File: src/design/mstseq_pkg.sv
// ---------------------------------------------------------------------------
// mstseq_pkg: shared types and constants for the melody tone sequencer
// Note half-period ROM, counter widths and configuration register map.
// ---------------------------------------------------------------------------
`default_nettype none

package mstseq_pkg;

    // widths of the sequencer state
    localparam int HALF_W   = 16;
    localparam int ELAPSED_W = 24;
    localparam int NOTE_W   = 4;
    localparam int ROM_DEPTH = 16;

    // number of notes played before the index wraps (1 to 16)
    localparam logic [NOTE_W:0] NoteCount = 5'd12;

    // configuration register map
    localparam int ADDR_W = 3;
    localparam logic [0:0] RegNoteDuration = 1'b0;
    localparam logic [ELAPSED_W-1:0] DurationReset = 24'd200000;

    typedef logic [HALF_W-1:0]    t_half;
    typedef logic [ELAPSED_W-1:0] t_elapsed;
    typedef logic [NOTE_W-1:0]    t_note;

    // half periods in microseconds, 500000 / frequency, unused entries zero
    localparam t_half HalfPeriodRom [ROM_DEPTH] = '{
        16'd568, 16'd478, 16'd379, 16'd637, 16'd425, 16'd506, 16'd337, 16'd757,
        16'd239, 16'd284, 16'd850, 16'd318, 16'd0,   16'd0,   16'd0,   16'd0
    };

endpackage

`default_nettype wire

File: src/design/melody_square_tone_sequencer.sv
// A request's result becomes valid after it passes the input register and then
// the sequencer update into the result register.
// One request per clock while the result register is not stalled; the sequencer state updates with each tick.
// Reset (synchronous, active low) clears the note index, tone state, counters
// and pipeline valids, and loads the note duration register with 200000.
// ---------------------------------------------------------------------------
// melody_square_tone_sequencer: square-wave melody player
// Each request is one microsecond tick with an enable; the block toggles the
// buzzer level at each note's half period and steps through a fixed melody.
// ---------------------------------------------------------------------------
`default_nettype none

module melody_square_tone_sequencer
    import mstseq_pkg::*;
(
    input  wire logic              i_clk,
    input  wire logic              i_rst_n,

    // tick requests
    input  wire logic              i_in_valid,
    output logic                   o_in_stall,
    input  wire logic              i_play_enable,

    // results
    output logic                   o_out_valid,
    input  wire logic              i_out_stall,
    output logic                   o_buzzer_level,
    output logic                   o_note_started,
    output logic [NOTE_W-1:0]      o_note_number,

    // configuration port
    input  wire logic              psel,
    input  wire logic              penable,
    input  wire logic              pwrite,
    input  wire logic [ADDR_W-1:0] paddr,
    input  wire logic [31:0]       pwdata,
    output logic [31:0]            prdata,
    output logic                   pready
);

    logic     duration_sel;
    t_elapsed r_note_duration;

    logic     r_in_valid;
    logic     r_in_enable;
    logic     advance;

    t_note    r_next_note;
    logic     r_tone_active;
    logic     r_pin_level;
    t_half    r_cur_half;
    t_half    r_half_cnt;
    t_elapsed r_elapsed;

    t_note    n_next_note;
    logic     n_tone_active;
    logic     n_pin_level;
    t_half    n_cur_half;
    t_half    n_half_cnt;
    t_elapsed n_elapsed;
    logic     n_started;

    logic     r_out_valid;

    // configuration register
    assign pready = 1'b1;
    assign duration_sel = (paddr[ADDR_W-1] == RegNoteDuration);

    always_ff @(posedge i_clk) begin
        if (!i_rst_n) begin
            r_note_duration <= DurationReset;
        end else if (psel && penable && pwrite && pready && duration_sel) begin
            r_note_duration <= pwdata[ELAPSED_W-1:0];
        end
    end

    always_comb begin
        prdata = '0;
        if (duration_sel) begin
            prdata = {{(32-ELAPSED_W){1'b0}}, r_note_duration};
        end
    end

    // pipeline flow: the update stage moves when the result register is free
    assign advance    = !r_out_valid || !i_out_stall;
    assign o_in_stall = r_in_valid && !advance;

    // input register
    always_ff @(posedge i_clk) begin
        if (!i_rst_n) begin
            r_in_valid <= 1'b0;
        end else if (!o_in_stall) begin
            r_in_valid <= i_in_valid;
        end
    end

    always_ff @(posedge i_clk) begin
        if (!o_in_stall && i_in_valid) begin
            r_in_enable <= i_play_enable;
        end
    end

    // sequencer update for one tick
    always_comb begin
        t_half    half_inc;
        t_elapsed elapsed_inc;
        logic     active;

        n_next_note   = r_next_note;
        n_tone_active = r_tone_active;
        n_pin_level   = r_pin_level;
        n_cur_half    = r_cur_half;
        n_half_cnt    = r_half_cnt;
        n_elapsed     = r_elapsed;
        n_started     = 1'b0;
        active        = r_tone_active;

        half_inc    = (r_half_cnt == {HALF_W{1'b1}}) ? r_half_cnt : r_half_cnt + 1'b1;
        elapsed_inc = (r_elapsed == {ELAPSED_W{1'b1}}) ? r_elapsed : r_elapsed + 1'b1;

        if (r_in_enable) begin
            // running note: count, toggle at half period, end after duration
            if (r_tone_active) begin
                n_half_cnt = half_inc;
                n_elapsed  = elapsed_inc;
                if (half_inc >= r_cur_half) begin
                    n_pin_level = !r_pin_level;
                    n_half_cnt  = '0;
                end
                if (elapsed_inc >= r_note_duration) begin
                    active      = 1'b0;
                    n_pin_level = 1'b0;
                end
            end
            // idle: load the next note and advance the index
            if (!active) begin
                n_cur_half = HalfPeriodRom[r_next_note];
                n_half_cnt = '0;
                n_elapsed  = '0;
                n_started  = 1'b1;
                active     = 1'b1;
                if ({1'b0, r_next_note} + 1'b1 >= NoteCount) begin
                    n_next_note = '0;
                end else begin
                    n_next_note = r_next_note + 1'b1;
                end
            end
            n_tone_active = active;
        end
    end

    // sequencer state, updated as each tick moves into the result register
    always_ff @(posedge i_clk) begin
        if (!i_rst_n) begin
            r_next_note   <= '0;
            r_tone_active <= 1'b0;
            r_pin_level   <= 1'b0;
            r_cur_half    <= '0;
            r_half_cnt    <= '0;
            r_elapsed     <= '0;
        end else if (advance && r_in_valid) begin
            r_next_note   <= n_next_note;
            r_tone_active <= n_tone_active;
            r_pin_level   <= n_pin_level;
            r_cur_half    <= n_cur_half;
            r_half_cnt    <= n_half_cnt;
            r_elapsed     <= n_elapsed;
        end
    end

    // result register
    always_ff @(posedge i_clk) begin
        if (!i_rst_n) begin
            r_out_valid <= 1'b0;
        end else if (advance) begin
            r_out_valid <= r_in_valid;
        end
    end

    always_ff @(posedge i_clk) begin
        if (advance && r_in_valid) begin
            o_buzzer_level <= n_pin_level;
            o_note_started <= n_started;
            o_note_number  <= n_next_note;
        end
    end

    assign o_out_valid = r_out_valid;

`ifndef SYNTH
    // the pin is only high while a note is playing
    a_pin_low_when_idle: assert property (@(posedge i_clk) disable iff (!i_rst_n)
        !r_tone_active |-> !r_pin_level)
        else $error("buzzer high with no active tone");

    // the note index never reaches the note count
    a_note_in_range: assert property (@(posedge i_clk) disable iff (!i_rst_n)
        {1'b0, r_next_note} < NoteCount)
        else $error("note index out of range");

    // a reported note start leaves a tone active
    a_start_sets_active: assert property (@(posedge i_clk) disable iff (!i_rst_n)
        (advance && r_in_valid && n_started) |=> r_tone_active)
        else $error("note start without active tone");
`endif

endmodule

`default_nettype wire
File: config.mk
export PLATFORM = sky130hd
export DESIGN_NAME = melody_square_tone_sequencer
export DESIGN_NICKNAME = d
export VERILOG_FILES = /design/src/design/mstseq_pkg.sv /design/src/design/melody_square_tone_sequencer.sv
export SDC_FILE = /design/constraint.sdc
export NUM_CORES = 1
export LEC_CHECK = 0
export ABC_AREA = 1
export BUFFER_PORTS_ARGS = -buffer_cell sky130_fd_sc_hd__clkbuf_2
export CORE_MARGIN = 3
export CORE_UTILIZATION = 42
export DETAILED_ROUTE_END_ITERATION = 16
export PLACE_DENSITY_LB_ADDON = 0.12
export SKIP_LAST_GASP = 1
export SLEW_MARGIN = 20
export SYNTH_ARGS = -nofsm -noshare
export SYNTH_HDL_FRONTEND = slang
export SYNTH_SLANG_ARGS = --single-unit
File: constraint.sdc
create_clock -name i_clk -period 3.65 [get_ports i_clk]
set_clock_uncertainty 0.15 [all_clocks]
set_input_delay 0.73 -clock i_clk [delete_from_list [all_inputs] [get_ports i_clk]]
set_output_delay 0.73 -clock i_clk [all_outputs]
set_load 0.1 [all_outputs]
==> metrics.txt <==
Total Nets Final=a little under 1,000; Final Hold Viols=0; crit share post-route=0.969; Tmin final=3.54 ns; layout cell share with drive strength beyond 1=0.200; First-pass DRT Iterations=4; vias in the first global route=slightly above 5,000; first-pass GRT wire length=23,300 um; CP endpoint kind=register; clock sinks=89; unrepaired setup endpoints after global routing=true; fin worst setup slack=0.113 ns; clk buf depth=2; Worst VDD drop=0.201 mV; Max Cap Viol=0; Leak=3.11 nW; Final TNS setup=0 ns; GRT Total Usage=0.196; detailed placement HPWL=between 10,000 and 15,000 um; Final setup viols=0; CP max FO=5; gr ovfl total=0; die height=about 120 um; H-Tree Depth=3; Placed Cells=1,054; row count=41; drt total wl=14,200 um; total power=2.38 mW; Reg clk slew, reported paths=about 0.06 ns; Fillers=1,281; count leader, synth=nand2_1; measured slew at the worst slew-check pin=0.665 ns; area grow syn2layout=21.5%; 1st-iter DRT viols=250; startpoint types=register; Syn Inst Count=811; largest net degree at the start of global routing=39; Hold Crit Class=register to register; CTS Hold Buffers Added=0; largest cells by area after synthesis=dfxtp_1, nand2_1, ha_1; synth unique cells=42; CP Data Required Time=3.77 ns; Hold Slack=0.314 ns; # IOs=84; Setup CP Type=register to register; TritonCTS buffer count=9; Rel. slew slack=0.556; DRC=0; port bufs=64; FMAX=283 MHz; area leader, netlist=dfxtp_1; Layout Cells excl Fill=1,078; Clock Tree Root=clkbuf_16; core area=about 13,000 um2; status=finished clean; number of enable flip-flop cells after synthesis=7; initial antenna violation count=0; power density over the cells=352 nW/um2; antenna-violating nets left=0; Die Wd=121 um; sequential share of the synthesized area=0.333; asr flop ratio synth=0; synthesized area per cell=slightly below 7 um2; Initial Util=0.436; routed len/inst=13.1 um; Mapped Area=5560 um2; top cells by count, synth=nand2_1, inv_1, a21oi_1; DIE AREA=14,700 um2; DR vias=approximately 5,300; later-pin clock latency in the skew report=0.35 ns; Ys Warns=0; Max Transition Viols Final=0; ANT cells=0; GP Congestion=just under 0.9; CTS tree=done; DR vias/cell=4.93; Worst Path Arrival=3.65 ns; predominant post-synthesis flop cell=dfxtp_1; Synth top area share=0.295; register bit total from synthesis=a little under 90; pre-CTS setup slack=-0.0648 ns
-- state kept, by name (all words and copies together) (netlist names) --
signal and flops:
r_cur_half 10, r_note_duration 24, r_pin_level 1, o_note_number 4
o_out_valid 1, o_buzzer_level 1, o_note_started 1, r_in_valid 1
r_next_note 4, r_elapsed 24, r_in_enable 1, r_tone_active 1
r_half_cnt 16
-- worst max-delay path: stages, from the launching register on --
cell,delay [ns]
dfxtp_2,0.35
ha_4,0.15
nand3_4,0.09
nor2_4,0.16
nand4_4,0.11
nor2_4,0.16
nor2_4,0.05
nand4_1,0.14
nor2_1,0.08
xor2_1,0.27
ha_1,0.31
nand2_2,0.09
nor2_4,0.05
nand4_1,0.17
nor3_2,0.07
nand2_1,0.07
nand4_1,0.15
nor2_4,0.21
nand2_2,0.09
buf_6,0.16
nor2_8,0.16
nand2_2,0.07
a21oi_2,0.13
-- metal layers --
layer	GRT usage	wire (um)	vias to the layer above
met4	0.0765	269	0
met2	0.309	6170	118
met1	0.271	7100	2395
met3	0.0284	625	18
met5	0	0	-
li1	-	-	2783
-- metrics by stage --
stage                     cell area (um2)   util
after global routing                 6760  0.529
after CTS                            6530  0.511
final                                6760  0.529
after detailed placement             6220  0.487
after global placement               6220  0.487
after floorplan                      5590      -
-- final cells by class --
cell class	count	area, um2	share of cell area
sequential	89	1860	0.276
timing repair buffer	103	641	0.0948
multi-input combinational	596	3350	0.495
inverter	102	385	0.0570
tap	172	215	0.0318
clock inverter	4	70.1	0.0104
clock buffer	12	236	0.0350
-- report_power, final --
part / leakage (nW) / internal (mW) / switching [mW] / total (mW)
clock: 0.151 / 0.598 / 0.377 / 0.976
combinational: 2.22 / 0.0850 / 0.289 / 0.374
sequential: 0.737 / 1.01 / 0.0169 / 1.03
-- timing repair --
action,4_1_cts,5_1_grt
gates resized for setup,4,57
endpoints found under the setup margin,14,54
buffers inserted,0,7
gates cloned,0,1
pin swaps,1,23
-- cells in the final DEF, fill, tap and decap left out, types with 3 or more instances in the layout --
cell / count
inv_1: 91
o211ai_1: 7
dfxtp_2: 7
edfxtp_1: 7
a21oi_2: 7
ha_1: 41
conb_1: 9
o21ai_0: 35
nand3_1: 24
clkbuf_2: 64
clkbuf_16: 9
nand4_1: 17
xnor2_1: 10
a21oi_1: 79
nor2_1: 70
nor4_1: 3
xor2_1: 18
o21ai_1: 10
buf_6: 4
nor2_4: 10
nor3_1: 9
buf_4: 34
nor2_2: 7
inv_2: 8
nand2_1: 204
dfxtp_1: 74
nand2_2: 12
clkbuf_1: 3
o22ai_1: 3
-- kinds of logic after synthesis --
| group | Yosys count | synth area share |
|---|---|---|
| adders and majority gates | 42 | 0.0944 |
| AOI/OAI and AO/OA | 144 | 0.135 |
| muxes | 1 | 0.00180 |
| DFF | 89 | 0.333 |
| and+or+nand+nor | 370 | 0.289 |
| xor gates and xnor gates | 29 | 0.0470 |
| other | 2 | 0.00135 |
| buffers and inverters | 134 | 0.0980 |
-- path summary, 6_finish.rpt --
| check | cells past startpoint | from | slack (ns) | endpoint |
|---|---|---|---|---|
| max | 22 | r_elapsed[0] | 0.11 | r_half_cnt[5] |
| min | 2 | r_cur_half[8] | 0.31 | r_cur_half[8] |
| max reg2reg | 22 | r_elapsed[0] | 0.11 | r_half_cnt[5] |
| min reg2reg | 2 | r_cur_half[8] | 0.31 | r_cur_half[8] |
(Power assumes the default switching activity.)
